==> config.mk <==
export PLATFORM = sky130hd
export DESIGN_NAME = euler_path_fleury_walker_flat
export DESIGN_NICKNAME = d
export VERILOG_FILES = /design/src/design/efp_pkg.sv /design/src/design/efp_req_if.sv /design/src/design/efp_rsp_if.sv /design/src/design/efp_datapath.sv /design/src/design/efp_ctrl.sv /design/src/design/euler_path_fleury_walker.sv /design/src/flat_wrapper.sv
export SDC_FILE = /design/constraint.sdc
export NUM_CORES = 1
export LEC_CHECK = 0
export BUFFER_PORTS_ARGS = -buffer_cell sky130_fd_sc_hd__buf_2
export CAP_MARGIN = 20
export CORE_ASPECT_RATIO = 1.1
export CORE_MARGIN = 2
export CORE_UTILIZATION = 63
export CTS_CLUSTER_SIZE = 12
export DETAILED_ROUTE_END_ITERATION = 10
export PLACE_DENSITY = 0.8
export SYNTH_ARGS = -nofsm -noshare
export SYNTH_HDL_FRONTEND = slang
export SYNTH_SLANG_ARGS = --single-unit
==> constraint.sdc <==
create_clock -name clk -period 7.2 [get_ports clk]
set_input_delay 1.08 -clock clk [delete_from_list [all_inputs] [get_ports clk]]
set_output_delay 1.08 -clock clk [all_outputs]
set_load 0.01 [all_outputs]
==> src/design/efp_pkg.sv <==
// ----------------------------------------------------------------------------
// efp_pkg
// Shared widths, item kind codes and controller/datapath handshake structs
// for the Euler path walker.
// ----------------------------------------------------------------------------
package efp_pkg;

  localparam int KIND_W       = 2;
  localparam int VERT_W       = 3;
  localparam int RESULT_LIMIT = 64;
  localparam int COUNT_W      = $clog2(RESULT_LIMIT);

  localparam logic [KIND_W-1:0] KIND_ADD   = 2'd0;
  localparam logic [KIND_W-1:0] KIND_CLEAR = 2'd1;
  localparam logic [KIND_W-1:0] KIND_WALK  = 2'd2;

  typedef struct packed {
    logic add_edge;
    logic clear_all;
    logic load_start;
    logic reach_seed;
    logic reach_step;
    logic save_base;
    logic scan_load;
    logic try_next;
    logic restore;
    logic delete_pick;
    logic move;
    logic emit;
  } cmd_t;

  typedef struct packed {
    logic reach_done;
    logic same_base;
    logic cand_empty;
    logic slot_free;
    logic last;
  } status_t;

endpackage

==> src/design/efp_req_if.sv <==
// ----------------------------------------------------------------------------
// efp_req_if
// Request channel: add edge, clear graph or run a walk.
// ----------------------------------------------------------------------------
interface efp_req_if;
  logic                        valid;
  logic                        ready;
  logic [efp_pkg::KIND_W-1:0]  kind;
  logic [efp_pkg::VERT_W-1:0]  vertex_a;
  logic [efp_pkg::VERT_W-1:0]  vertex_b;

  modport source (output valid, kind, vertex_a, vertex_b, input ready);
  modport sink   (input valid, kind, vertex_a, vertex_b, output ready);
endinterface

==> src/design/efp_rsp_if.sv <==
// ----------------------------------------------------------------------------
// efp_rsp_if
// Result channel: one word per vertex of the walk.
// ----------------------------------------------------------------------------
interface efp_rsp_if;
  logic                        valid;
  logic                        ready;
  logic [efp_pkg::VERT_W-1:0]  vertex;
  logic                        last;

  modport source (output valid, vertex, last, input ready);
  modport sink   (input valid, vertex, last, output ready);
endinterface

==> src/design/efp_datapath.sv <==
// ----------------------------------------------------------------------------
// efp_datapath
// Adjacency registers, frontier-expansion reachability unit, candidate scan
// registers, walk position and the result output register.
// ----------------------------------------------------------------------------
module efp_datapath #(
  parameter int NV = 8
) (
  input  logic                       clk,
  input  logic                       rst,
  input  efp_pkg::cmd_t              cmd,
  output efp_pkg::status_t           status,
  input  logic [efp_pkg::VERT_W-1:0] vertex_a,
  input  logic [efp_pkg::VERT_W-1:0] vertex_b,
  efp_rsp_if.source                  rsp
);

  localparam int IW = (NV > 1) ? $clog2(NV) : 1;
  localparam int VW = efp_pkg::VERT_W;
  localparam int CW = efp_pkg::COUNT_W;

  logic [NV-1:0] rows [NV];
  logic [NV-1:0] visited;
  logic [NV-1:0] base;
  logic [NV-1:0] cand;
  logic [IW-1:0] pick;
  logic [VW-1:0] cur;
  logic [CW-1:0] count;

  logic [NV-1:0] reach_next;
  logic [NV-1:0] cur_row;
  logic [NV-1:0] cur_onehot;
  logic [IW-1:0] lo;
  logic [IW-1:0] edge_p;
  logic [IW-1:0] cur_idx;
  logic [IW-1:0] a_idx;
  logic [IW-1:0] b_idx;
  logic          cur_ok;
  logic          a_ok;
  logic          b_ok;
  logic          last_w;
  logic          sym_ok;
  logic          any_edge;

  assign cur_ok  = (32'(cur) < NV);
  assign a_ok    = (32'(vertex_a) < NV);
  assign b_ok    = (32'(vertex_b) < NV);
  assign cur_idx = IW'(cur);
  assign a_idx   = IW'(vertex_a);
  assign b_idx   = IW'(vertex_b);

  assign cur_row    = cur_ok ? rows[cur_idx] : '0;
  assign cur_onehot = NV'(1) << cur_idx;
  assign edge_p     = cmd.try_next ? lo : pick;

  // one breadth step: add every neighbour of the marked set
  always_comb begin
    reach_next = visited;
    for (int u = 0; u < NV; u++) begin
      if (visited[u]) begin
        reach_next = reach_next | rows[u];
      end
    end
  end

  // lowest remaining candidate
  always_comb begin
    lo = '0;
    for (int i = NV - 1; i >= 0; i--) begin
      if (cand[i]) begin
        lo = IW'(i);
      end
    end
  end

  assign last_w = !cur_ok || (cur_row == '0) || (count == CW'(efp_pkg::RESULT_LIMIT - 1));

  assign status.reach_done = (reach_next == visited);
  assign status.same_base  = (visited == base);
  assign status.cand_empty = (cand == '0);
  assign status.slot_free  = !rsp.valid || rsp.ready;
  assign status.last       = last_w;

  always_ff @(posedge clk) begin
    if (rst || cmd.clear_all) begin
      for (int i = 0; i < NV; i++) begin
        rows[i] <= '0;
      end
    end else begin
      if (cmd.add_edge && a_ok && b_ok) begin
        rows[a_idx][b_idx] <= 1'b1;
        rows[b_idx][a_idx] <= 1'b1;
      end
      if (cmd.try_next || cmd.delete_pick) begin
        rows[cur_idx][edge_p] <= 1'b0;
        rows[edge_p][cur_idx] <= 1'b0;
      end
      if (cmd.restore) begin
        rows[cur_idx][edge_p] <= 1'b1;
        rows[edge_p][cur_idx] <= 1'b1;
      end
    end
  end

  always_ff @(posedge clk) begin
    if (cmd.reach_seed || cmd.try_next) begin
      visited <= cur_onehot;
    end else if (cmd.reach_step) begin
      visited <= reach_next;
    end
    if (cmd.save_base) begin
      base <= visited;
    end
    if (cmd.scan_load) begin
      cand <= cur_row;
    end else if (cmd.try_next) begin
      cand <= cand & ~(NV'(1) << lo);
    end
    if (cmd.try_next) begin
      pick <= lo;
    end
  end

  always_ff @(posedge clk) begin
    if (rst) begin
      cur       <= '0;
      count     <= '0;
      rsp.valid <= 1'b0;
    end else begin
      if (cmd.load_start) begin
        cur   <= vertex_a;
        count <= '0;
      end else if (cmd.move) begin
        cur <= VW'(pick);
      end
      if (cmd.emit) begin
        count     <= count + CW'(1);
        rsp.valid <= 1'b1;
      end else if (rsp.ready) begin
        rsp.valid <= 1'b0;
      end
    end
  end

  always_ff @(posedge clk) begin
    if (cmd.emit) begin
      rsp.vertex <= cur;
      rsp.last   <= last_w;
    end
  end

  always_comb begin
    sym_ok   = 1'b1;
    any_edge = 1'b0;
    for (int i = 0; i < NV; i++) begin
      any_edge = any_edge | (|rows[i]);
      for (int j = 0; j < NV; j++) begin
        if (rows[i][j] != rows[j][i]) begin
          sym_ok = 1'b0;
        end
      end
    end
  end

  a_symmetric: assert property (@(posedge clk) disable iff (rst) sym_ok)
    else $error("adjacency matrix lost symmetry");

  a_clear_empties: assert property (@(posedge clk) disable iff (rst)
    cmd.clear_all |=> !any_edge)
    else $error("graph not empty after clear");

  a_reach_grows: assert property (@(posedge clk) disable iff (rst)
    cmd.reach_step |=> ((visited & $past(visited)) == $past(visited)))
    else $error("reachable set shrank during search");

endmodule

==> src/design/efp_ctrl.sv <==
// ----------------------------------------------------------------------------
// efp_ctrl
// Walk sequencer: takes requests, runs the base search, tries candidate
// edges in ascending order and hands each vertex to the output register.
// ----------------------------------------------------------------------------
module efp_ctrl (
  input  logic             clk,
  input  logic             rst,
  efp_req_if.sink          req,
  input  efp_pkg::status_t status,
  output efp_pkg::cmd_t    cmd
);

  typedef enum logic [2:0] {
    IDLE,
    EMIT,
    BASE_RUN,
    SCAN,
    TEST_RUN
  } state_t;

  state_t state;
  state_t state_next;

  assign req.ready = (state == IDLE);

  always_comb begin
    cmd        = '0;
    state_next = state;
    unique case (state)
      IDLE: begin
        if (req.valid) begin
          unique case (req.kind)
            efp_pkg::KIND_ADD:   cmd.add_edge = 1'b1;
            efp_pkg::KIND_CLEAR: cmd.clear_all = 1'b1;
            efp_pkg::KIND_WALK: begin
              cmd.load_start = 1'b1;
              state_next     = EMIT;
            end
            default: ;
          endcase
        end
      end
      EMIT: begin
        if (status.slot_free) begin
          cmd.emit       = 1'b1;
          cmd.reach_seed = 1'b1;
          cmd.scan_load  = 1'b1;
          state_next     = status.last ? IDLE : BASE_RUN;
        end
      end
      BASE_RUN: begin
        if (status.reach_done) begin
          cmd.save_base = 1'b1;
          state_next    = SCAN;
        end else begin
          cmd.reach_step = 1'b1;
        end
      end
      SCAN: begin
        // all candidates were bridges: take the highest one tried
        if (status.cand_empty) begin
          cmd.delete_pick = 1'b1;
          cmd.move        = 1'b1;
          state_next      = EMIT;
        end else begin
          cmd.try_next = 1'b1;
          state_next   = TEST_RUN;
        end
      end
      TEST_RUN: begin
        if (status.reach_done) begin
          if (status.same_base) begin
            cmd.move   = 1'b1;
            state_next = EMIT;
          end else begin
            cmd.restore = 1'b1;
            state_next  = SCAN;
          end
        end else begin
          cmd.reach_step = 1'b1;
        end
      end
      default: state_next = IDLE;
    endcase
  end

  always_ff @(posedge clk) begin
    if (rst) begin
      state <= IDLE;
    end else begin
      state <= state_next;
    end
  end

  a_last_ends_walk: assert property (@(posedge clk) disable iff (rst)
    (state == EMIT && status.slot_free && status.last) |=> state == IDLE)
    else $error("walk continued after final vertex");

  a_bridge_restored: assert property (@(posedge clk) disable iff (rst)
    cmd.restore |=> state == SCAN && !$past(status.same_base))
    else $error("edge restored without a bridge result");

  a_start_loads: assert property (@(posedge clk) disable iff (rst)
    (req.valid && req.ready && req.kind == efp_pkg::KIND_WALK) |=> state == EMIT)
    else $error("walk request did not start emission");

endmodule

==> src/design/euler_path_fleury_walker.sv <==
// ----------------------------------------------------------------------------
// euler_path_fleury_walker
// Euler walk over a small undirected graph by Fleury's rule.
// ----------------------------------------------------------------------------
// An add-edge or clear request is carried out in the idle state. A walk
// request emits the start vertex and then one word per traversed edge, at
// most 64 words, the final one marked last. Each step runs a
// frontier-expansion reachability search over the adjacency registers from
// the current vertex. It then takes each candidate edge in ascending order,
// lifts it and runs another search. When every edge there is a bridge, it
// drops the last edge tried. Finally it hands the vertex to the output
// register. A new request is taken only once the walk before it has handed
// over its final word.
module euler_path_fleury_walker #(
  parameter int MAX_VERTICES = 8
) (
  input  logic      clk,
  input  logic      rst,
  efp_req_if.sink   req,
  efp_rsp_if.source rsp
);

  efp_pkg::cmd_t    cmd;
  efp_pkg::status_t status;

  efp_ctrl u_ctrl (
    .clk    (clk),
    .rst    (rst),
    .req    (req),
    .status (status),
    .cmd    (cmd)
  );

  efp_datapath #(
    .NV (MAX_VERTICES)
  ) u_datapath (
    .clk      (clk),
    .rst      (rst),
    .cmd      (cmd),
    .status   (status),
    .vertex_a (req.vertex_a),
    .vertex_b (req.vertex_b),
    .rsp      (rsp)
  );

endmodule
==> src/flat_wrapper.sv <==
// flat-port wrapper written by rule: the top's interface ports become plain ports
module euler_path_fleury_walker_flat 
#(
  parameter int MAX_VERTICES = 8
)
  (clk, rst, req_valid, req_kind, req_vertex_a, req_vertex_b, req_ready, rsp_valid, rsp_vertex, rsp_last, rsp_ready);
  efp_req_if req_i ();
  efp_rsp_if rsp_i ();
  input  logic clk;
  input  logic rst;
  input wire logic [$bits(req_i.valid)-1:0] req_valid;
  input wire logic [$bits(req_i.kind)-1:0] req_kind;
  input wire logic [$bits(req_i.vertex_a)-1:0] req_vertex_a;
  input wire logic [$bits(req_i.vertex_b)-1:0] req_vertex_b;
  output wire logic [$bits(req_i.ready)-1:0] req_ready;
  output wire logic [$bits(rsp_i.valid)-1:0] rsp_valid;
  output wire logic [$bits(rsp_i.vertex)-1:0] rsp_vertex;
  output wire logic [$bits(rsp_i.last)-1:0] rsp_last;
  input wire logic [$bits(rsp_i.ready)-1:0] rsp_ready;
  assign req_i.valid = req_valid;
  assign req_i.kind = req_kind;
  assign req_i.vertex_a = req_vertex_a;
  assign req_i.vertex_b = req_vertex_b;
  assign req_ready = req_i.ready;
  assign rsp_valid = rsp_i.valid;
  assign rsp_vertex = rsp_i.vertex;
  assign rsp_last = rsp_i.last;
  assign rsp_i.ready = rsp_ready;
  euler_path_fleury_walker #(.MAX_VERTICES(MAX_VERTICES)) u_core (.clk(clk), .rst(rst), .req(req_i), .rsp(rsp_i));
endmodule
==> impl_results.md, run 1 <==
* Netlist cell types at 65
* Maximum vdd ir drop at 0.1384 mV
* Core Area at 10810 sq um
* Yosys synthesis warning count at 0
* Post-Synthesis Cells at 682
* Slew headroom at 29.38%
* Post-DP HPWL at 15460 um
* # fillers at 852
* Register bit total from synthesis at 111
* Final setup vio count at 0
* Antenna violations before repair at 0
* First-iteration detailed-routing DRC count at 1171
* I/O pin cnt at 18
* Most common cell on crit path: and3_1
* Die Y at 114.1 um
* Final hold slack at 0.4848 ns
* Crit start category: register
* Req. time, crit path at 7.28 ns
* Most frequent cells in the layout: edfxtp_1, nor2_1, o22ai_1
* Multi-input gate area at 3496 sq um
* Post-Synth Adder-Cell Area at 0.1803%
* CTS root buf: clkbuf_16
* Sequential area share after synthesis at 45.29%
* Top_reg_cell synth: edfxtp_1
* Routability Congestion at 0.9738
* Longest Clk Path Bufs at 2
* Post-Syn Area at 6939 sq um
* Clock transition at path regs at 0.08 ns
* Die Area at 11870 sq um
* Routed wire length per instance at 26.03 um
* XOR/XNOR Fraction of Synth Area at 1.136%
* Post-synth EDFFs at 92
* Area growth, synth to finish at 5.968%
* Crit path time final at 3.947 ns
* Synth Area in Compound Gates at 24.90%
* RSZ-0062 raised after global routing: false
* Largest net degree at the start of global routing at 65
* Register area at 3143 sq um
* Cts hold-fix bufs at 0
* Global route overflow at 0
* Syn avg cell area at 10.17 sq um
* Largest stage delay, worst path at 0.78 ns
* First-pass GRT wire length at 32830 um
* Ant diodes at 0
* Crit path arrival time at 4.03 ns
* Chip width at 104.1 um
* CTS tree: done
* Synth async-reset ratio at 0%
* Clk_lat worst skew at 0.37 ns
* IO buf count at 17
* Status: complete, no violations
* CP top delay family: simple AND/OR/NAND/NOR gates
* Worst-margin pin slew at 1.059 ns
* DR vias at 6263
* Worst path slowest cell: and3_1
* H-tree depth at 3
* Leak at 2.346 nW
* Vias in the first global route at 5574
* Fin crit share at 54.83%
* Post-CTS sizing at 0
* Routed WL at 21320 um
* Antenna-violating nets left at 0
* Via density at 7.647
* Max Freq at 0.2533 GHz
* Layout Nets at 681
* Post-CTS Setup Repair Bufs at 0
* Initial Utilization at 64.19%
* Clock tree sinks at 111
* Bufs and invs on worst path at 0
* Max Cap Violations at 0
* Worst path cell trace: a222oi_1 > and3_1 > o22ai_1 > a221oi_4 > and3_1 > nor4_1 > nor2_1 > o221ai_1
* Total GRT Usage at 36.62%
* Fin. max-slew vios at 0
* CP Max Fanout at 23
* Crit Path Class: register to register
* DR DRC count at 0
* Cell Pwr Density at 193.9 nW/um^2
* Fin Setup TNS at 0 ns
* Worst hold path type: register to register
* Rows at 40
* Post-synthesis net count at 695
* Mux share of post-synthesis cell area at 7.393%
* Crit. End Element: register
* Post-Synth Simple-Gate Area at 16.57%
* Fin. Hold Viols at 0
* Clock skew at 0.01301 ns
* Commonest non-fill, non-tap cell in the layout: edfxtp_1
* Layout cell share with drive strength beyond 1 at 14.14%
* Main combinational cell family by area after synthesis: compound AO/OA/AOI/OAI gates
* Num CTS Buffers at 9
* 1st-pass router iterations at 8
## cell type report
class	instances	share of cell area, %
repair buffers	27	2.450
flip-flops and latches	111	42.74
clock inverters	6	1.089
inverters	12	0.6126
multi-input cells	507	47.54
well taps	147	2.501
clock buffers	9	3.063
## worst min-delay path: stages, from the launching register on
cell,delay [ns]
dfxtp_1,0.33
nand2_1,0.06
a21oi_1,0.05
## worst paths after layout
path	from	to	slack, ns	cells after the start
min	u_core.u_datapath.count[5]$_SDFFE_PP0P_	u_core.u_datapath.count[5]$_SDFFE_PP0P_	0.48	2
max reg2reg	u_core.u_datapath.visited[3]$_DFFE_PP_	u_core.u_datapath.rows[3][1]$_DFFE_PP_	3.25	8
max	u_core.u_datapath.visited[3]$_DFFE_PP_	u_core.u_datapath.rows[3][1]$_DFFE_PP_	3.25	8
min reg2reg	u_core.u_datapath.count[5]$_SDFFE_PP0P_	u_core.u_datapath.count[5]$_SDFFE_PP0P_	0.48	2
## routing by layer
| layer | routed length [um] | vias up | global-route usage [%] |
|---|---|---|---|
| met5 | 0 | - | 0 |
| met4 | 1466 | 0 | 20.45 |
| met3 | 2574 | 105 | 8.822 |
| met2 | 9836 | 509 | 58.33 |
| met1 | 7442 | 2937 | 46.46 |
| li1 | - | 2712 | - |
## cell usage after synthesis (all sizes together) (7+ instances only)
master / count / area share [%]
a211oi: 12 / 2.0
a21oi: 57 / 4.4
a22oi: 15 / 1.6
a31oi: 9 / 0.81
buf: 27 / 2.5
clkbuf: 25 / 1.4
dfxtp: 19 / 5.5
edfxtp: 92 / 40
inv: 12 / 0.65
mux2i: 13 / 1.9
mux4: 16 / 5.2
nand2: 24 / 1.3
nand3: 43 / 3.3
nor2: 79 / 4.6
nor2b: 7 / 0.63
nor3: 19 / 1.4
nor4: 10 / 0.90
o21ai: 30 / 2.3
o221ai: 30 / 3.8
o22ai: 56 / 5.0
xnor2: 8 / 1.0
## kinds of logic (layout without fill, tap and decap cells)
logic type | count (synthesis) | after routing
multiplexers | 31 | 31
adder cells (fa/ha/maj) | 1 | 1
AND/OR/NAND/NOR | 225 | 225
flip-flops | 111 | 111
AO/OA/AOI/OAI | 241 | 241
XOR/XNOR | 9 | 9
buffers and inverters | 64 | 54
## where the power goes
| group | leakage [nW] | total, mW | internal, mW | switching (mW) |
|---|---|---|---|---|
| logic | 1.12 | 0.140 | 0.0508 | 0.0891 |
| registers | 1.08 | 0.756 | 0.723 | 0.0334 |
| clock network | 0.147 | 0.530 | 0.276 | 0.254 |
## stage by stage
stage               utilization (%)  total power [mW]  std cells  cell area [sq um]  worst slack (ns)
floorplan                         -            0.8575        682               6939             4.062
CTS                           67.63             1.413        816               7311             3.310
finish                        68.02             1.426        819               7353             3.253
global route                  68.02             1.453        819               7353             2.937
global placement              64.73            0.8972        800               6998             3.338
detailed placement            64.80            0.9033        801               7005             3.275
## state kept, by name (all words and copies together) (netlist names), named ones only
name / count
u_core.u_datapath.visited: 8
u_core.u_datapath.rows: 64
u_core.u_datapath.base: 8
u_core.u_datapath.cur: 3
u_core.u_datapath.count: 6
u_core.u_datapath.rsp.last: 1
u_core.u_datapath.rsp.vertex: 3
u_core.u_datapath.cand: 8
u_core.u_ctrl.state: 3
u_core.u_datapath.pick: 3
u_core.u_datapath.rsp.valid: 1
Power figures use the tool's default switching activity.
==> inputs of run 2 (changes only) <==
Clock period 7.2 ns to 4 ns, I/O delays scaled along.
==> impl_results.md, run 2 (synthesized netlist as in run 1, its figures left out) <==
* Post-CTS sizing at 0
* R2r endpoint: u_core.u_datapath.rows[2][6]$_DFFE_PP_
* Clk_lat worst skew at 0.36 ns
* Final setup vio count at 0
* Longest Clk Path Bufs at 2
* Design area at 7452 sq um
* Hold path cells at 2
* Req. time, crit path at 4.07 ns
* Post-DP HPWL at 15940 um
* DP Area at 7126 sq um
* Bufs and invs on worst path at 0
* First-pass GRT wire length at 34140 um
* Top reg by flops: u_core.u_datapath.rows
* Max Cap Violations at 0
* Worst hold path type: register to register
* IO buf count at 17
* Antenna violations before repair at 0
* CP top delay family: simple AND/OR/NAND/NOR gates
* Pre-CTS WS at 0.5033 ns
* 1st-pass router iterations at 7
* Status: complete, no violations
* Antenna-violating nets left at 0
* Cell Pwr Density at 348.9 nW/um^2
* Fin crit share at 93.01%
* M2 GR Usage at 60.96%
* Largest stage delay, worst path at 0.63 ns
* Chip width at 104.1 um
* Global route overflow at 0
* Fin Setup TNS at 0 ns
* Worst path slowest cell: nor2_2
* Fin. max-slew vios at 0
* Initial Utilization at 64.19%
* Die Y at 114.1 um
* Met3 GRT Util at 7.797%
* Clock tree sinks at 111
* Crit Path Class: register to register
* Most frequent cells in the layout: edfxtp_1, nor2_1, o22ai_1
* Leak at 2.410 nW
* Die Area at 11870 sq um
* Total GRT Usage at 37.90%
* Routed WL at 21920 um
* Final hold slack at 0.5058 ns
* Routed wire length per instance at 26.32 um
* Clock skew at 0.007441 ns
* Rows at 40
* Area growth, synth to finish at 7.393%
* Layout Nets at 694
* RR Startpoint: u_core.u_datapath.visited[0]$_DFFE_PP_
* Overall Power at 2.600 mW
* CP Max Fanout at 16
* H-tree depth at 3
* Worst path cell trace: a222oi_1 > nand3_1 > a221oi_4 > and3_1 > nor4_1 > nor2_2 > o221ai_1
* Finished Layout Cells at 833
* Largest net degree at the start of global routing at 65
* First-iteration detailed-routing DRC count at 1242
* Met1 Track Usage GR at 48.92%
* Crit start category: register
* Commonest non-fill, non-tap cell in the layout: edfxtp_1
* Dpl cells at 817
* RSZ-0062 raised after global routing: false
* Reg2Reg Depth at 7
* Max reg flops at 64
* Worst-margin pin slew at 0.8854 ns
* Core Area at 10810 sq um
* Fin. Hold Viols at 0
* Top Usage Layer GRT: met2
* Via density at 7.706
* Post-route setup slack at 0.2797 ns
* Slew headroom at 40.83%
* DR DRC count at 0
* Crit path arrival time at 3.79 ns
* HP Start: u_core.u_datapath.count[5]$_SDFFE_PP0P_
* Max Freq at 0.2688 GHz
* Ant diodes at 0
* Fin util at 68.94%
* Routability Congestion at 1.095
* Crit. End Element: register
* Vias in the first global route at 5900
* CTS tree: done
* Num CTS Buffers at 9
* Cts hold-fix bufs at 0
* Flop-to-flop setup slack at 0.28 ns
* DR vias at 6419
* Crit path time final at 3.720 ns
* CTS root buf: clkbuf_16
* Layout cell share with drive strength beyond 1 at 15.89%
* # fillers at 846
* I/O pin cnt at 18
* Post-CTS Setup Repair Bufs at 0
* Clock transition at path regs at 0.08 ns
* Maximum vdd ir drop at 0.2921 mV
* Min-Delay Endpoint: u_core.u_datapath.count[5]$_SDFFE_PP0P_
run 2: how the worst max path moves through the flow:
| stage | slack, ns | cells after the start | start | end |
|---|---|---|---|---|
| finish | 0.28 | 7 | u_core.u_datapath.visited[0]$_DFFE_PP_ | u_core.u_datapath.rows[2][6]$_DFFE_PP_ |
| floorplan | 1.26 | 11 | u_core.u_datapath.visited[3]$_DFFE_PP_ | u_core.u_datapath.rows[5][6]$_DFFE_PP_ |
| global route | 0.11 | 7 | u_core.u_datapath.visited[0]$_DFFE_PP_ | u_core.u_datapath.rows[2][6]$_DFFE_PP_ |
| detailed placement | 0.50 | 8 | u_core.u_datapath.visited[3]$_DFFE_PP_ | u_core.u_datapath.rows[2][6]$_DFFE_PP_ |
| global placement | 0.61 | 8 | u_core.u_datapath.visited[3]$_DFFE_PP_ | u_core.u_datapath.rows[5][0]$_DFFE_PP_ |
| CTS | 0.43 | 8 | u_core.u_datapath.visited[3]$_DFFE_PP_ | u_core.u_datapath.rows[2][6]$_DFFE_PP_ |
run 2: layer usage:
metal	share of wire, %	routed length, um
met1	35	7660
met2	47	10210
met3	12	2679
met4	6.3	1372
met5	0	0
run 2: layout make-up:
cell class,instances,area [sq um],area share [%]
Timing Repair Buffer,40,257.7,3.459
Tap cell,147,183.9,2.468
Multi-Input combinational cell,507,3496,46.91
Inverter,12,45.04,0.6044
Clock inverter,7,101.3,1.360
Clock buffer,9,225.2,3.022
Sequential cell,111,3143,42.18
run 2: power breakdown:
| group | internal [mW] | switching (mW) | leakage [nW] | total [mW] |
|---|---|---|---|---|
| Combinational | 0.0958 | 0.166 | 1.18 | 0.262 |
| Sequential | 1.30 | 0.0609 | 1.08 | 1.36 |
| Clock | 0.507 | 0.469 | 0.155 | 0.976 |
| Total | 1.90 | 0.696 | 2.41 | 2.60 |
run 2: tightest hold or removal path, stage by stage, from the launching register on:
cell     delay, ns
dfxtp_1       0.33
nand2_1       0.07
a21oi_1       0.06
==> inputs of run 3 (changes only) <==
Settings changed: MAX_ROUTING_LAYER set to met4.
==> impl_results.md, run 3 (synthesized netlist as in run 1, its figures left out) <==
* Status: complete, no violations
* Top reg by flops: u_core.u_datapath.rows
* Overall Power at 2.542 mW
* Post-CTS sizing at 0
* I/O pin cnt at 18
* Worst path slowest cell: edfxtp_1
* Worst path cell trace: a222oi_1 > nand3_1 > a221oi_4 > and3_1 > nor4b_1 > nor2_2 > o221ai_1
* Commonest non-fill, non-tap cell in the layout: edfxtp_1
* Fin crit share at 92.20%
* Post-DP HPWL at 16490 um
* Crit Path Class: register to register
* Via density at 7.600
* Cell Pwr Density at 341.3 nW/um^2
* Layout Nets at 695
* Most frequent cells in the layout: edfxtp_1, nor2_1, o22ai_1
* Clk_lat worst skew at 0.36 ns
* Fin. max-slew vios at 0
* Core Area at 10810 sq um
* Final setup vio count at 0
* H-tree depth at 3
* DR vias at 6338
* Routability Congestion at 0.9916
* Initial Utilization at 64.19%
* Dpl cells at 818
* RSZ-0062 raised after global routing: false
* Num CTS Buffers at 9
* Max Freq at 0.2711 GHz
* Die Area at 11870 sq um
* Largest stage delay, worst path at 0.60 ns
* First-pass GRT wire length at 33500 um
* Routed wire length per instance at 26.50 um
* DR DRC count at 0
* Internal at 1.846 mW
* Die Y at 114.1 um
* Gate power share at 10.2%
* CTS root buf: clkbuf_16
* Slew headroom at 37.17%
* Maximum vdd ir drop at 0.3408 mV
* Fin. Hold Viols at 0
* Max Cap Violations at 0
* Max reg flops at 64
* Antenna violations before repair at 0
* Crit path arrival time at 3.76 ns
* Reg power frac at 53.6%
* Crit. End Element: register
* Vias in the first global route at 5789
* Worst-margin pin slew at 0.9347 ns
* Clock power frac at 36.2%
* Finished Layout Cells at 834
* Cts hold-fix bufs at 0
* First-iteration detailed-routing DRC count at 1149
* Crit start category: register
* Clock transition at path regs at 0.08 ns
* IO buf count at 17
* Global route overflow at 0
* Layout cell share with drive strength beyond 1 at 16.16%
* Rows at 40
* Clock skew at 0.01078 ns
* Routed WL at 22100 um
* Crit path time final at 3.688 ns
* Clock tree sinks at 111
* Antenna-violating nets left at 0
* Longest Clk Path Bufs at 2
* Largest net degree at the start of global routing at 65
* Post-CTS Setup Repair Bufs at 0
* Switching fraction of total power at 27.38%
* Worst hold path type: register to register
* 1st-pass router iterations at 6
* CP Max Fanout at 15
* Chip width at 104.1 um
* Area growth, synth to finish at 7.357%
* Req. time, crit path at 4.07 ns
* Psw at 0.6960 mW
* Fin Setup TNS at 0 ns
* Total GRT Usage at 38.71%
* Ant diodes at 0
* CTS tree: done
* Leak at 2.407 nW
run 3: layout make-up:
class                      count  area (sq um)
multi-input combinational    507          3502
fill                         832          3361
sequential                   111          3143
timing repair buffer          41         265.3
clock buffer                   9         225.2
tap                          147         183.9
clock inverter                 7         85.08
inverter                      12         45.04
run 3: critical path: cells and delay by family, from the launching register on:
family          cells  cell delay [ns]
simple gates        4             1.64
compound gates      3             1.13
flops               1             0.60
run 3: per-stage QoR:
stage          util [%]  area, sq um  hold slack (ns)  setup slack [ns]
3_3_place_gp      66.04         7139           0.4484            0.4970
6_report          68.91         7450           0.4748            0.3119
4_1_cts           68.91         7450           0.4770            0.3528
3_5_place_dp      66.04         7139           0.4667            0.4300
5_1_grt           68.91         7450           0.5057           0.09091
2_1_floorplan         -         6939           0.4064             1.256
run 3: worst paths after layout:
kind / cells after the start / endpoint / start / slack, ns
setup / recovery: 7 / u_core.u_datapath.rows[5][1]$_DFFE_PP_ / u_core.u_datapath.visited[5]$_DFFE_PP_ / 0.31
hold / removal: 2 / u_core.u_datapath.count[5]$_SDFFE_PP0P_ / u_core.u_datapath.count[5]$_SDFFE_PP0P_ / 0.47
setup reg to reg: 7 / u_core.u_datapath.rows[5][1]$_DFFE_PP_ / u_core.u_datapath.visited[5]$_DFFE_PP_ / 0.31
hold reg to reg: 2 / u_core.u_datapath.count[5]$_SDFFE_PP0P_ / u_core.u_datapath.count[5]$_SDFFE_PP0P_ / 0.47
run 3: power by group through the flow:
stage | Clock, mW | Combinational, mW | Sequential (mW)
global route | 0.958 | 0.279 | 1.36
global placement | 0 | 0.243 | 1.38
detailed placement | 0 | 0.251 | 1.38
floorplan | 0 | 0.200 | 1.34
CTS | 0.918 | 0.254 | 1.36
finish | 0.921 | 0.259 | 1.36
run 3: layer usage:
layer  part of all wire [%]  routed length, um  track usage, %
met3                     11               2514           7.456
met5                      0                  0               -
met1                     35               7685           45.75
met2                     47              10400           62.11
met4                    6.8               1498           23.33
